==> config.mk <==
export PLATFORM = sky130hd
export DESIGN_NAME = point_set_bbox_normalizer
export DESIGN_NICKNAME = d
export VERILOG_FILES = /design/src/rtl/core/psbn_pkg.sv /design/src/rtl/core/psbn_ram.sv /design/src/rtl/core/psbn_ctrl.sv /design/src/rtl/core/psbn_dp.sv /design/src/rtl/core/point_set_bbox_normalizer.sv
export SDC_FILE = /design/constraint.sdc
export NUM_CORES = 2
export LEC_CHECK = 0
export ABC_AREA = 1
export BUFFER_PORTS_ARGS = -buffer_cell sky130_fd_sc_hd__buf_2
export CAP_MARGIN = 5
export CORE_UTILIZATION = 52
export DETAILED_ROUTE_END_ITERATION = 10
export PLACE_DENSITY = 0.78
export SKIP_LAST_GASP = 1
export SLEW_MARGIN = 5
export SYNTH_ARGS = -nofsm -noshare
export SYNTH_HDL_FRONTEND = slang
export SYNTH_HIERARCHICAL = 1
export SYNTH_SLANG_ARGS = --single-unit
export TNS_END_PERCENT = 100
==> constraint.sdc <==
create_clock -name clk -period 7.95 [get_ports clk]
set_clock_uncertainty 0.1 [all_clocks]
set_input_delay 0.795 -clock clk [delete_from_list [all_inputs] [get_ports clk]]
set_output_delay 0.795 -clock clk [all_outputs]
set_load 0.01 [all_outputs]
==> src/rtl/core/psbn_pkg.sv <==
`timescale 1ns / 1ps
// ============================================================================
// psbn_pkg
// Shared constants and types of the point-set bounding-box normaliser.
// ============================================================================
package psbn_pkg;

  // Default values of the top-level parameters.
  localparam int MAX_POINTS_DEF = 64;
  localparam int COORD_BITS_DEF = 12;
  localparam int FRAC_BITS_DEF  = 8;

  // Fixed widths of the stream fields and of the scale register.
  localparam int FIELD_BITS = 12;
  localparam int SCALE_BITS = 12;
  localparam int OUT_BITS   = 20;

  // Register reset values.
  localparam logic [SCALE_BITS-1:0] SCALE_WIDTH_RST = 12'd500;
  localparam logic                  KEEP_ASPECT_RST = 1'b1;

  // Register select, taken from address bit 2 (registers sit 4 bytes apart).
  typedef enum logic {
    REG_SCALE_WIDTH = 1'b0,
    REG_KEEP_ASPECT = 1'b1
  } psbn_reg_t;

  // Commands from the controller to the datapath.
  typedef struct packed {
    logic load;   // store the incoming point and widen the box
    logic drop;   // store is full: note the lost point
    logic setup;  // latch extents and zero flags for the set
    logic rd;     // read one stored point
    logic mul;    // form the numerator of both axes
    logic step;   // one quotient bit of both dividers
    logic put;    // load the output register
    logic last;   // the word being put closes the set
    logic clear;  // empty the box and the drop flag
  } psbn_cmd_t;

  // Status from the datapath to the controller.
  typedef struct packed {
    logic out_busy;  // output register holds a word that is not taken this cycle
  } psbn_status_t;

endpackage

==> src/rtl/core/psbn_ram.sv <==
`timescale 1ns / 1ps
// ============================================================================
// psbn_ram
// Simple dual-port RAM, one write and one registered read port.
// ============================================================================
module psbn_ram #(
  parameter int WIDTH = 24,
  parameter int DEPTH = 64
) (
  input  logic                     clk,
  input  logic                     we,
  input  logic [$clog2(DEPTH)-1:0] waddr,
  input  logic [WIDTH-1:0]         wdata,
  input  logic                     re,
  input  logic [$clog2(DEPTH)-1:0] raddr,
  output logic [WIDTH-1:0]         rdata
);

  logic [WIDTH-1:0] mem [DEPTH];

  always_ff @(posedge clk) begin
    if (we) begin
      mem[waddr] <= wdata;
    end
    if (re) begin
      rdata <= mem[raddr];
    end
  end

endmodule

==> src/rtl/core/psbn_ctrl.sv <==
`timescale 1ns / 1ps
// ============================================================================
// psbn_ctrl
// Sequencer: load phase, extent setup, then one read, multiply, divide and put pass per point.
// ============================================================================
module psbn_ctrl #(
  parameter int MAX_POINTS = 64,
  parameter int COORD_BITS = 12,
  parameter int FRAC_BITS  = 8
) (
  input  logic                          clk,
  input  logic                          rst,
  input  logic                          in_valid,
  input  logic                          in_last,
  output logic                          in_ready,
  output psbn_pkg::psbn_cmd_t           cmd,
  input  psbn_pkg::psbn_status_t        status,
  output logic [$clog2(MAX_POINTS)-1:0] addr
);
  import psbn_pkg::*;

  localparam int AW  = $clog2(MAX_POINTS);
  localparam int CW  = $clog2(MAX_POINTS + 1);
  localparam int NW  = COORD_BITS + SCALE_BITS + FRAC_BITS;
  localparam int SCW = $clog2(NW);

  typedef enum logic [5:0] {
    S_LOAD  = 6'b000001,
    S_SETUP = 6'b000010,
    S_READ  = 6'b000100,
    S_MUL   = 6'b001000,
    S_DIV   = 6'b010000,
    S_PUT   = 6'b100000
  } state_t;

  state_t         state, state_next;
  logic [CW-1:0]  count, count_next;
  logic [AW-1:0]  idx, idx_next;
  logic [SCW-1:0] step_cnt, step_cnt_next;
  logic           full;
  logic           accept;
  logic           is_last;

  assign full     = (count == CW'(MAX_POINTS));
  assign in_ready = (state == S_LOAD);
  assign accept   = in_valid && in_ready;
  assign is_last  = ((CW'(idx) + CW'(1)) == count);
  assign addr     = (state == S_LOAD) ? count[AW-1:0] : idx;

  always_comb begin
    state_next    = state;
    count_next    = count;
    idx_next      = idx;
    step_cnt_next = step_cnt;
    cmd           = '0;
    case (state)
      S_LOAD: begin
        if (accept) begin
          if (full) begin
            cmd.drop = 1'b1;
          end else begin
            cmd.load   = 1'b1;
            count_next = count + CW'(1);
          end
          if (in_last) begin
            state_next = S_SETUP;
          end
        end
      end
      S_SETUP: begin
        cmd.setup  = 1'b1;
        idx_next   = '0;
        state_next = S_READ;
      end
      S_READ: begin
        cmd.rd     = 1'b1;
        state_next = S_MUL;
      end
      S_MUL: begin
        cmd.mul       = 1'b1;
        step_cnt_next = '0;
        state_next    = S_DIV;
      end
      S_DIV: begin
        cmd.step      = 1'b1;
        step_cnt_next = step_cnt + SCW'(1);
        if (step_cnt == SCW'(NW - 1)) begin
          state_next = S_PUT;
        end
      end
      S_PUT: begin
        if (!status.out_busy) begin
          cmd.put  = 1'b1;
          cmd.last = is_last;
          if (is_last) begin
            cmd.clear  = 1'b1;
            count_next = '0;
            state_next = S_LOAD;
          end else begin
            idx_next   = idx + AW'(1);
            state_next = S_READ;
          end
        end
      end
      default: begin
        state_next = S_LOAD;
      end
    endcase
  end

  always_ff @(posedge clk) begin
    if (rst) begin
      state    <= S_LOAD;
      count    <= '0;
      idx      <= '0;
      step_cnt <= '0;
    end else begin
      state    <= state_next;
      count    <= count_next;
      idx      <= idx_next;
      step_cnt <= step_cnt_next;
    end
  end

  // A final item always hands over to the emission pass.
  a_last_starts_emit: assert property (@(posedge clk) disable iff (rst)
    accept && in_last |=> state == S_SETUP)
    else $error("final item did not start emission");

  // The emission index never runs past the points held.
  a_idx_in_set: assert property (@(posedge clk) disable iff (rst)
    (state == S_READ || state == S_MUL || state == S_DIV || state == S_PUT)
      |-> CW'(idx) < count)
    else $error("emission index beyond stored points");

  // The fill count never exceeds the store depth.
  a_count_bound: assert property (@(posedge clk) disable iff (rst)
    count <= CW'(MAX_POINTS))
    else $error("point count beyond capacity");

endmodule

==> src/rtl/core/psbn_dp.sv <==
`timescale 1ns / 1ps
// ============================================================================
// psbn_dp
// Datapath: point store, bounding box, multipliers, two dividers, output word.
// ============================================================================
module psbn_dp #(
  parameter int MAX_POINTS = 64,
  parameter int COORD_BITS = 12,
  parameter int FRAC_BITS  = 8
) (
  input  logic                              clk,
  input  logic                              rst,
  input  psbn_pkg::psbn_cmd_t               cmd,
  output psbn_pkg::psbn_status_t            status,
  input  logic [$clog2(MAX_POINTS)-1:0]     addr,
  input  logic [COORD_BITS-1:0]             x_in,
  input  logic [COORD_BITS-1:0]             y_in,
  input  logic [psbn_pkg::SCALE_BITS-1:0]   scale_width,
  input  logic                              keep_aspect,
  input  logic                              out_ready,
  output logic                              out_valid,
  output logic [psbn_pkg::OUT_BITS-1:0]     out_x,
  output logic [psbn_pkg::OUT_BITS-1:0]     out_y,
  output logic                              out_zero,
  output logic                              out_drop,
  output logic                              out_last
);
  import psbn_pkg::*;

  localparam int CB = COORD_BITS;
  localparam int PW = COORD_BITS + SCALE_BITS;
  localparam int NW = PW + FRAC_BITS;

  logic [CB-1:0]   min_x, max_x, min_y, max_y;
  logic            drop_flag;
  logic [CB-1:0]   dx, dy;
  logic            zero_x, zero_y, zflag;
  logic [2*CB-1:0] rd_data;
  logic [CB-1:0]   rd_x, rd_y;
  logic [CB-1:0]   off_x, off_y;
  logic [PW-1:0]   prod_x, prod_y;
  logic [NW-1:0]   num_x, num_y;
  logic [CB-1:0]   rem_x, rem_y;
  logic [CB-1:0]   ex, ey, emax;
  logic [CB+NW-1:0] step_x, step_y;

  // One restoring step: bring down the next numerator bit, subtract if it fits.
  function automatic logic [CB+NW-1:0] div_step(input logic [CB-1:0] rem,
                                                input logic [NW-1:0] num,
                                                input logic [CB-1:0] d);
    logic [CB:0] part;
    logic [CB:0] diff;
    logic        ge;
    part = {rem, num[NW-1]};
    diff = part - {1'b0, d};
    ge   = (part >= {1'b0, d});
    return ge ? {diff[CB-1:0], num[NW-2:0], 1'b1}
              : {part[CB-1:0], num[NW-2:0], 1'b0};
  endfunction

  psbn_ram #(
    .WIDTH (2 * CB),
    .DEPTH (MAX_POINTS)
  ) u_store (
    .clk   (clk),
    .we    (cmd.load),
    .waddr (addr),
    .wdata ({y_in, x_in}),
    .re    (cmd.rd),
    .raddr (addr),
    .rdata (rd_data)
  );

  assign rd_x   = rd_data[CB-1:0];
  assign rd_y   = rd_data[2*CB-1:CB];
  assign off_x  = (rd_x >= min_x) ? rd_x - min_x : '0;
  assign off_y  = (rd_y >= min_y) ? rd_y - min_y : '0;
  assign prod_x = PW'(off_x) * PW'(scale_width);
  assign prod_y = PW'(off_y) * PW'(scale_width);

  assign ex   = (max_x >= min_x) ? max_x - min_x : '0;
  assign ey   = (max_y >= min_y) ? max_y - min_y : '0;
  assign emax = (ex > ey) ? ex : ey;

  assign step_x = div_step(rem_x, num_x, dx);
  assign step_y = div_step(rem_y, num_y, dy);

  assign status.out_busy = out_valid && !out_ready;

  // Bounding box and drop flag.
  always_ff @(posedge clk) begin
    if (rst || cmd.clear) begin
      min_x     <= '1;
      min_y     <= '1;
      max_x     <= '0;
      max_y     <= '0;
      drop_flag <= 1'b0;
    end else begin
      if (cmd.load) begin
        if (x_in < min_x) min_x <= x_in;
        if (x_in > max_x) max_x <= x_in;
        if (y_in < min_y) min_y <= y_in;
        if (y_in > max_y) max_y <= y_in;
      end
      if (cmd.drop) begin
        drop_flag <= 1'b1;
      end
    end
  end

  // Divisors, numerators and the quotient shift registers.
  always_ff @(posedge clk) begin
    if (cmd.setup) begin
      if (keep_aspect) begin
        dx     <= emax;
        dy     <= emax;
        zero_x <= (emax == '0);
        zero_y <= (emax == '0);
        zflag  <= (emax == '0);
      end else begin
        dx     <= ex;
        dy     <= ey;
        zero_x <= (ex == '0);
        zero_y <= (ey == '0);
        zflag  <= (ex == '0) || (ey == '0);
      end
    end
    if (cmd.mul) begin
      num_x <= NW'(prod_x) << FRAC_BITS;
      num_y <= NW'(prod_y) << FRAC_BITS;
      rem_x <= '0;
      rem_y <= '0;
    end else if (cmd.step) begin
      {rem_x, num_x} <= step_x;
      {rem_y, num_y} <= step_y;
    end
  end

  // Output register.
  always_ff @(posedge clk) begin
    if (rst) begin
      out_valid <= 1'b0;
    end else if (cmd.put) begin
      out_valid <= 1'b1;
    end else if (out_ready) begin
      out_valid <= 1'b0;
    end
  end

  always_ff @(posedge clk) begin
    if (cmd.put) begin
      out_x    <= zero_x ? '0 : num_x[OUT_BITS-1:0];
      out_y    <= zero_y ? '0 : num_y[OUT_BITS-1:0];
      out_zero <= zflag;
      out_drop <= drop_flag;
      out_last <= cmd.last;
    end
  end

  // A waiting word is never overwritten.
  a_no_overwrite: assert property (@(posedge clk) disable iff (rst)
    cmd.put |-> !(out_valid && !out_ready))
    else $error("output word overwritten while stalled");

  // Divisors hold still while a division runs.
  a_divisor_stable: assert property (@(posedge clk) disable iff (rst)
    cmd.step |=> $stable(dx) && $stable(dy))
    else $error("divisor changed during division");

endmodule

==> src/rtl/core/point_set_bbox_normalizer.sv <==
`timescale 1ns / 1ps
// ============================================================================
// point_set_bbox_normalizer
// Collects a set of pen points, then emits each one moved to the bounding-box
// origin and scaled so that the box extent maps onto scale_width.
// ============================================================================
//
//  Channel | Direction | Handshake               | Contents
//  --------+-----------+-------------------------+---------------------------------
//  s_*     | in        | s_tvalid / s_tready     | one point; tlast closes the set
//  m_*     | out       | m_tvalid / m_tready     | one scaled point; tlast on last
//  APB     | in        | psel, penable, pwrite   | scale_width, keep_aspect
//
//  Loading accepts a word whenever s_tvalid is high. After the closing word
//  the block latches the extents, then takes each stored point through a
//  store read, a multiply, the restoring dividers (one quotient bit per cycle,
//  which set the rate) and a put into the output register. s_tready is low
//  from the closing word until the last result enters the output register; a
//  stalled m_tready holds the word and pauses the sequencer. Reset is
//  synchronous; the point store needs no clearing pass.
//
module point_set_bbox_normalizer #(
  parameter int MAX_POINTS = psbn_pkg::MAX_POINTS_DEF,
  parameter int COORD_BITS = psbn_pkg::COORD_BITS_DEF,
  parameter int FRAC_BITS  = psbn_pkg::FRAC_BITS_DEF
) (
  input  logic        clk,
  input  logic        rst,
  // Input stream.
  input  logic        s_tvalid,
  output logic        s_tready,
  input  logic [23:0] s_tdata,   // [11:0] x_coord, [23:12] y_coord
  input  logic        s_tlast,   // last_point
  // Output stream.
  output logic        m_tvalid,
  input  logic        m_tready,
  output logic [39:0] m_tdata,   // [19:0] scaled_x, [39:20] scaled_y
  output logic [1:0]  m_tuser,   // [0] zero_extent, [1] overflowed
  output logic        m_tlast,   // last_result
  // Configuration port.
  input  logic        psel,
  input  logic        penable,
  input  logic        pwrite,
  input  logic [2:0]  paddr,
  input  logic [31:0] pwdata,
  output logic [31:0] prdata,
  output logic        pready
);
  import psbn_pkg::*;

  localparam int AW = $clog2(MAX_POINTS);

  logic [SCALE_BITS-1:0]       scale_width;
  logic                        keep_aspect;
  logic                        cfg_write;
  psbn_reg_t                   reg_sel;
  psbn_cmd_t                   cmd;
  psbn_status_t                status;
  logic [AW-1:0]               addr;
  logic [COORD_BITS+FIELD_BITS-1:0] x_wide, y_wide;
  logic [COORD_BITS-1:0]       x_in, y_in;
  logic [OUT_BITS-1:0]         out_x, out_y;
  logic                        out_zero, out_drop;

  // The register file: two registers four bytes apart, so address bit 2
  // selects between them and the low bits are ignored.
  assign pready    = 1'b1;
  assign reg_sel   = psbn_reg_t'(paddr[2]);
  assign cfg_write = psel && penable && pwrite && pready;

  always_ff @(posedge clk) begin
    if (rst) begin
      scale_width <= SCALE_WIDTH_RST;
      keep_aspect <= KEEP_ASPECT_RST;
    end else if (cfg_write) begin
      case (reg_sel)
        REG_SCALE_WIDTH: scale_width <= pwdata[SCALE_BITS-1:0];
        REG_KEEP_ASPECT: keep_aspect <= pwdata[0];
        default: begin
        end
      endcase
    end
  end

  always_comb begin
    case (reg_sel)
      REG_SCALE_WIDTH: prdata = {{(32-SCALE_BITS){1'b0}}, scale_width};
      REG_KEEP_ASPECT: prdata = {31'b0, keep_aspect};
      default:         prdata = '0;
    endcase
  end

  // Coordinates arrive as 12-bit fields; they are zero-extended and then cut
  // to the internal coordinate width, which masks them when it is narrower.
  assign x_wide = {{COORD_BITS{1'b0}}, s_tdata[FIELD_BITS-1:0]};
  assign y_wide = {{COORD_BITS{1'b0}}, s_tdata[2*FIELD_BITS-1:FIELD_BITS]};
  assign x_in   = x_wide[COORD_BITS-1:0];
  assign y_in   = y_wide[COORD_BITS-1:0];

  psbn_ctrl #(
    .MAX_POINTS (MAX_POINTS),
    .COORD_BITS (COORD_BITS),
    .FRAC_BITS  (FRAC_BITS)
  ) u_ctrl (
    .clk      (clk),
    .rst      (rst),
    .in_valid (s_tvalid),
    .in_last  (s_tlast),
    .in_ready (s_tready),
    .cmd      (cmd),
    .status   (status),
    .addr     (addr)
  );

  psbn_dp #(
    .MAX_POINTS (MAX_POINTS),
    .COORD_BITS (COORD_BITS),
    .FRAC_BITS  (FRAC_BITS)
  ) u_dp (
    .clk         (clk),
    .rst         (rst),
    .cmd         (cmd),
    .status      (status),
    .addr        (addr),
    .x_in        (x_in),
    .y_in        (y_in),
    .scale_width (scale_width),
    .keep_aspect (keep_aspect),
    .out_ready   (m_tready),
    .out_valid   (m_tvalid),
    .out_x       (out_x),
    .out_y       (out_y),
    .out_zero    (out_zero),
    .out_drop    (out_drop),
    .out_last    (m_tlast)
  );

  // Output word packing: scaled_x lowest, flags travel on tuser.
  assign m_tdata = {out_y, out_x};
  assign m_tuser = {out_drop, out_zero};

endmodule
=== Word level (Yosys, flattened, before mapping) ===
Memory sizes are Yosys's and may differ from the RTL's. A register that Yosys moved wholly into a read port is not among the register bits.
Index checks and enable logic that the tools add are counted.

* Logic and storage cells: 143
* Flip-flop bits (word level): 245
* Output and inout bits: 78
* Input port bits: 67
* RAM bits: 1,536
* Memories kept: 1

{| class="wikitable"
|+ Memory list
! memory !! depth !! bits a word !! read ports !! clocked after Yosys merged registers in !! wr ports !! line !! text
|-
| u_dp.u_store.mem || 64 || 24 || 1 || 1 || 1 || psbn_ram.sv:19 || <nowiki>logic [WIDTH-1:0] mem [DEPTH];</nowiki>
|}

* Order comparisons: 11
* Bitwise logic cells: 2
* Reductions and logical operators: 25
* Muxes and demuxes: 48
* Multipliers: 2
* Add/subtract/negate cells: 10
* Equality and inequality tests: 16

{| class="wikitable"
|+ Operators by type and width
! cell !! number
|-
| 32-bit 2-to-1 mux || 4
|-
| 44-bit 2-to-1 mux || 2
|-
| 12-bit 2-to-1 mux || 7
|-
| 12-bit subtractor || 6
|-
| 32-bit case mux with 2 select lines || 1
|-
| 12-bit >= comparator || 4
|-
| 12-bit by 12-bit multiplier with 24-bit output || 2
|-
| 6-bit 2-to-1 mux || 7
|-
| 12-bit > comparator || 3
|-
| 12-bit logical NOT || 3
|-
| 6-bit case mux with 6 select lines || 1
|-
| 7-bit 2-to-1 mux || 4
|-
| 13-bit by 12-bit >= comparator with 1-bit output || 2
|-
| 12-bit less-than comparator || 2
|-
| 1-bit 2-to-1 mux || 14
|-
| 7-bit case mux with 2 select lines || 1
|-
| 6-bit case mux with 2 select lines || 1
|-
| 2-bit AND reduction || 6
|-
| 2-bit != test (second input constant) || 5
|-
| 5-bit case mux with 2 select lines || 1
|-
| 2-bit nonzero test || 5
|-
| 3-bit 2-to-1 mux || 3
|-
| 6-bit by 1-bit adder with 7-bit output (second input constant) || 1
|-
| 7-bit by 1-bit adder with 7-bit output (second input constant) || 1
|-
| other kinds (21) || 28
|}

=== Depth between registers and ports, before layout ===
* Word-level depth: 6
* Gate-level depth with buffers: 36
* Depth with buffers taken out: 35

=== Modules after synthesis ===
The synthesis kept the hierarchy.

{| class="wikitable"
|+ By module, submodules not included
! module !! cells an instance !! area an instance (um^2) !! seq. area each (um^2) !! times used
|-
| psbn_ram || 5,230 || 62,995.4 || 46,844.9 || 1
|-
| psbn_dp || 2,990 || 22,953.3 || 5,345.1 || 1
|-
| psbn_ctrl || 256 || 1,625.3 || 480.5 || 1
|-
| point_set_bbox_normalizer || 125 || 823.3 || 260.2 || 1
|}

=== Worst setup path after synthesis ===
Ideal clock, no wire load.

* Kind: register to register
* Start point: reg u_dp.u_store.rdata[12], read port of u_dp.u_store.mem
* End point: reg u_dp.num_y[27], data pin
* Data arrival time: 5,906 ps
* Cell stages (with the launch flop): 30
* Slack: 1,686 ps
* Required time: 7,592 ps
* Clock period less this slack: 6,264 ps
* Cell sequence: edfxtp_1 inv_1 ha_1 inv_1 fa_1 nand2_1 inv_1 o21ai_1 nand2_1 nand2_1 o21ai_1 or2_2 buf_2 nand3_1 nor2_1 fa_1 fa_1 fa_1 fa_1 inv_1 fa_1 inv_1 ha_1 a21oi_1 a21boi_0 inv_1 a21oi_1 nand2_1 o21ai_0 nand2_1

* Cells in the longest elaborated chain, start to end: 4
* Elaborated cells between the ends (all ways): 5
* Those cells by class: add/sub (1); mul (1); order compare (1); mux (2)

{| class="wikitable"
|+ Ends and longest elaborated chain
! what !! line !! text
|-
| from (decl) || psbn_ram.sv:16 || <nowiki>output logic [WIDTH-1:0] rdata</nowiki>
|-
| 12-bit subtractor / 12-bit >= comparator (equally long branches) || psbn_dp.sv:77 || <nowiki>assign off_y = (rd_y >= min_y) ? rd_y - min_y : '0;</nowiki>
|-
| 12-bit 2-to-1 mux (*) || psbn_dp.sv:77 ||
|-
| 12-bit by 12-bit multiplier with 24-bit output (*) || psbn_dp.sv:79 || <nowiki>assign prod_y = PW'(off_y) * PW'(scale_width);</nowiki>
|-
| 32-bit 2-to-1 mux (*) || psbn_dp.sv:128 || <nowiki>if (cmd.mul) begin</nowiki>
|-
| to (signal assigned) || psbn_dp.sv:130 || <nowiki>num_y <= NW'(prod_y) << FRAC_BITS;</nowiki>
|-
| to (signal assigned) || psbn_dp.sv:135 || <nowiki>{rem_y, num_y} <= step_y;</nowiki>
|-
| to (decl) || psbn_dp.sv:42 || <nowiki>logic [NW-1:0] num_x, num_y;</nowiki>
|}

Mark *: on every way between the ends. The rest lies on a longest branch, timed or not.
A chain may end at the register's enable or synchronous reset.

=== Worst setup path in the final report ===
* Start point: reg u_dp.min_x[0]
* End point: reg u_dp.num_x[27], data pin

* Cells in the longest elaborated chain, start to end: 4
* Elaborated cells between the ends (all ways): 5
* Those cells by class: add/sub (1); mul (1); order compare (1); mux (2)

{| class="wikitable"
|+ Ends and longest elaborated chain
! what !! line !! text
|-
| from (decl) || psbn_dp.sv:34 || <nowiki>logic [CB-1:0] min_x, max_x, min_y, max_y;</nowiki>
|-
| from (signal assigned) || psbn_dp.sv:100 || <nowiki>if (x_in < min_x) min_x <= x_in;</nowiki>
|-
| 12-bit subtractor / 12-bit >= comparator (equally long branches) || psbn_dp.sv:76 || <nowiki>assign off_x = (rd_x >= min_x) ? rd_x - min_x : '0;</nowiki>
|-
| 12-bit 2-to-1 mux (*) || psbn_dp.sv:76 ||
|-
| 12-bit by 12-bit multiplier with 24-bit output (*) || psbn_dp.sv:78 || <nowiki>assign prod_x = PW'(off_x) * PW'(scale_width);</nowiki>
|-
| 32-bit 2-to-1 mux (*) || psbn_dp.sv:128 ||
|-
| to (signal assigned) || psbn_dp.sv:129 || <nowiki>num_x <= NW'(prod_x) << FRAC_BITS;</nowiki>
|-
| to (signal assigned) || psbn_dp.sv:134 || <nowiki>{rem_x, num_x} <= step_x;</nowiki>
|-
| to (decl) || psbn_dp.sv:42 ||
|}

Marks and branches as above.

==> results.yml <==
logic_synthesis:
  synthCells: 8601
  syn_area_sq_um: 88400
  synthArstFlopShare_pct: 0
  synth_adder_area_share_pct: 8.33
  postSynthAreaPerCell_sq_um: 10.3
  ys_seq_area_share_pct: 59.9
  synth-main-ff-cell: "edfxtp_1"
  synth_area_leaders: "edfxtp_1 (57%), nand2_1 (11%), nand3_1 (8.7%), fa_1 (4.7%), ha_1 (3.7%)"
  synth_commonest_cells: "nand2_1 (2625), edfxtp_1 (1678), nand3_1 (1539)"
  synth-seq-cells: 1805
  yosysTopAreaCell: "edfxtp_1"
  synth_edf_count: 1678
  synth_cell_types: 55
  synth-compound-area-share_pct: 2.82
  synth.most_common_cell: "nand2_1"
  synthSimpleGateAreaFrac_pct: 22.8
  synth_mux_area_share_pct: 0
  synth_top_family_by_area: "simple AND/OR/NAND/NOR gates"
  ys.warnings.count: 6
  synth-xor-area-share_pct: 0.416
  synth_top_area_share_pct: 57.0
grt:
  grt-ovfl-total: 0
  antenna_found_initial: 8
  track_usage_pct: 26.8
  grt_first_pass_wirelength_um: 354000
  grt_pass1_vias: 61560
  grt_max_degree: 241
cts:
  ctsHoldBuffers: 0
  clk_path_buf_depth: 3
  insertion_delay_ps: 840
  cts_setup_buffers: 0
  clk_pin_slew_worst_paths_ps: 60
  htree_levels: 4
  cts_buffers: 179
  cts_resized: 0
  cts_root_buf: "clkbuf_16"
  clock_sinks: 1805
  cts_tree: "built"
route:
  drtIter0Drc: 8159
  firstDrtPassIters: 7
  routed_via_density: 5.83
  via_count: 63744
  post-route-drc-count: 0
  routed_wl_um: 235000
  ant_nets: 0
  wl_per_cell_um: 21.5
sta:
  fmax_mhz: 139
  period_minus_slack_ps: 7200
  tns_ps: 0
  fin_crit_sh_pct: 90.5
  slew_violations: 0
  tightest_slew_ps: 1260
  slew_headroom_pct: 15.7
  grt_setup_unrepaired: "false"
  finalHoldViolCount: 0
  setup_violations: 0
worst_setup_path:
  crit_fanout: 49
  max_stage_delay_ps: 570
  rr_endpoint: "u_dp/num_x[27]$_DFFE_PP_"
  required_ps: 8410
  reg2reg_from: "u_dp/min_x[0]$_SDFFE_PP1P_"
  crit_top_cell: "inv_1"
  cp-start-kind: "register"
  critical_path_class: "register to register"
  cp-endpoint: "u_dp/num_x[27]$_DFFE_PP_"
  worstPathArrival_ps: 7650
  crit_start: "u_dp/min_x[0]$_SDFFE_PP1P_"
  crit_slowest_cell: "fa_1"
  r2r_slack_ps: 750
  worstRegToRegCells: 30
  end_kind: "register"
power_and_ir_drop:
  p_sw_share_pct: 38.5
  leakage_nw: 38.4
  p_int_mw: 18.2
  power.switching_mw: 11.4
  pwr_density_cell_nw_per_um2: 308
  vdd_ir_drop_max_mv: 0.369
  seqPwrFrac_pct: 36.5
  pwr-share-comb_pct: 35.7
  p_clk_share_pct: 27.7
  design_power_total_mw: 29.6
min_path:
  hold_class: "input port to register"
layout:
  fillers: 13357
  area_growth_pct: 8.92
  finalNetCount: 9102
  drive_gt1_share_pct: 7.16
die:
  initial_core_util_pct: 52.6
  die-area_sq_um: 172000
  ios: 145
  core.rowCount: 150
  fp.dieH_um: 414
  die_w_um: 414
  core_sq_um: 168000
placed_design:
  gp_congestion: 0.926
  dpl.hpwl_um: 139000
  port-buffer-count: 101
job:
  max_cap_viol_count: 0
status:
  status: "finished clean"
==> worst max-delay path: cells and delay by family, from the launching register on <==
kind,cells,cell delay (ps)
AO/OA/AOI/OAI,4,750
adder cells (fa/ha/maj),8,3300
buffers and inverters,9,1170
flip-flops,1,360
AND/OR/NAND/NOR,9,1190
==> flip-flops by register name, summed over array words and instances, names as in the netlist, 5 cells and up <==
name,flops
u_dp/max_x,12
scale_width,12
u_dp/dy,12
u_dp/max_y,12
u_dp/min_x,12
u_dp/num_y,32
u_dp/rem_y,12
u_dp/dx,12
u_dp/out_x,20
u_dp/u_store/mem,1536
u_dp/rem_x,12
u_dp/out_y,20
u_dp/min_y,12
u_ctrl/idx,6
u_ctrl/count,7
u_dp/num_x,32
u_ctrl/state,6
u_dp/u_store/rdata,24
u_ctrl/step_cnt,5
==> routing by layer <==
metal  GRT usage (%)  vias up  wire length, um
li1                -    29107                -
met1            34.5    30556            89100
met2            44.0     3438           111000
met3            4.33      641            22400
met4            13.8        2            12300
met5               0        -               16
==> power by group through the flow <==
stage / combinational [mW] / clock, mW / sequential [mW]
2_1_floorplan: 7.33 / 0 / 11.0
3_3_place_gp: 10.0 / 0 / 11.0
3_5_place_dp: 10.3 / 0 / 11.0
4_1_cts: 10.3 / 8.31 / 10.8
5_1_grt: 11.6 / 8.67 / 10.8
6_report: 10.6 / 8.22 / 10.8
==> cell families (layout without fill, tap and decap cells) <==
family	count (synthesis)	count (layout)
adder cells (fa/ha/maj)	465	465
buffers and inverters	1124	1222
AND/OR/NAND/NOR	4712	4712
flip-flops	1805	1805
XOR/XNOR	42	42
other	2	24
AO/OA/AOI/OAI	451	451
==> through the flow <==
step / hold slack, ps / area [sq um] / instances / utilization [%] / setup WS (ps)
after floorplan: 300 / 88500 / 8620 / - / 1690
after global placement: 312 / 90600 / 10593 / 53.9 / 821
after detailed placement: 321 / 90600 / 10593 / 53.9 / 837
after CTS: 55.5 / 96300 / 10922 / 57.3 / 794
after global routing: 78.7 / 96300 / 10922 / 57.3 / 244
final: 103 / 96300 / 10925 / 57.3 / 752
==> placed cells by master (no fill, tap or decap), drive strengths merged, types with 9 or more instances in the layout <==
cell       n
nor2     410
nand2   2638
clkbuf   232
edfxtp  1678
a21oi    172
nor3      20
dfxtp    127
clkinv    78
ha       259
xnor2     16
bufinv     9
nand4     61
o21ai    186
buf      228
o22ai     25
xor2      26
conb      21
o211ai    17
fa       206
nor4      12
nand3   1550
inv      669
or2       10
==> worst min-delay path by stage <==
stage,from,endpoint,slack (ps),depth (start not counted)
detailed placement,u_dp/zflag$_DFFE_PP_,u_dp/out_zero$_DFFE_PP_,320,0
finish,pwdata[7],scale_width[7]$_SDFFE_PP1P_,100,3
floorplan,u_dp/zflag$_DFFE_PP_,u_dp/out_zero$_DFFE_PP_,300,0
CTS,pwdata[7],scale_width[7]$_SDFFE_PP1P_,60,3
global placement,u_dp/zflag$_DFFE_PP_,u_dp/out_zero$_DFFE_PP_,310,0
global route,pwdata[7],scale_width[7]$_SDFFE_PP1P_,80,3
==> area by class of cell <==
cell class | instances | area (sq um) | area share [%]
Inverter | 665 | 2530 | 2.62
Sequential cell | 1805 | 52900 | 55.0
Clock buffer | 232 | 4740 | 4.92
Antenna cell | 3 | 7.51 | 0.00780
Timing Repair Buffer | 228 | 1580 | 1.65
Clock inverter | 97 | 957 | 0.994
Tap cell | 2204 | 2760 | 2.86
Multi-Input combinational cell | 5691 | 30800 | 32.0
Power figures use the tool's default switching activity.
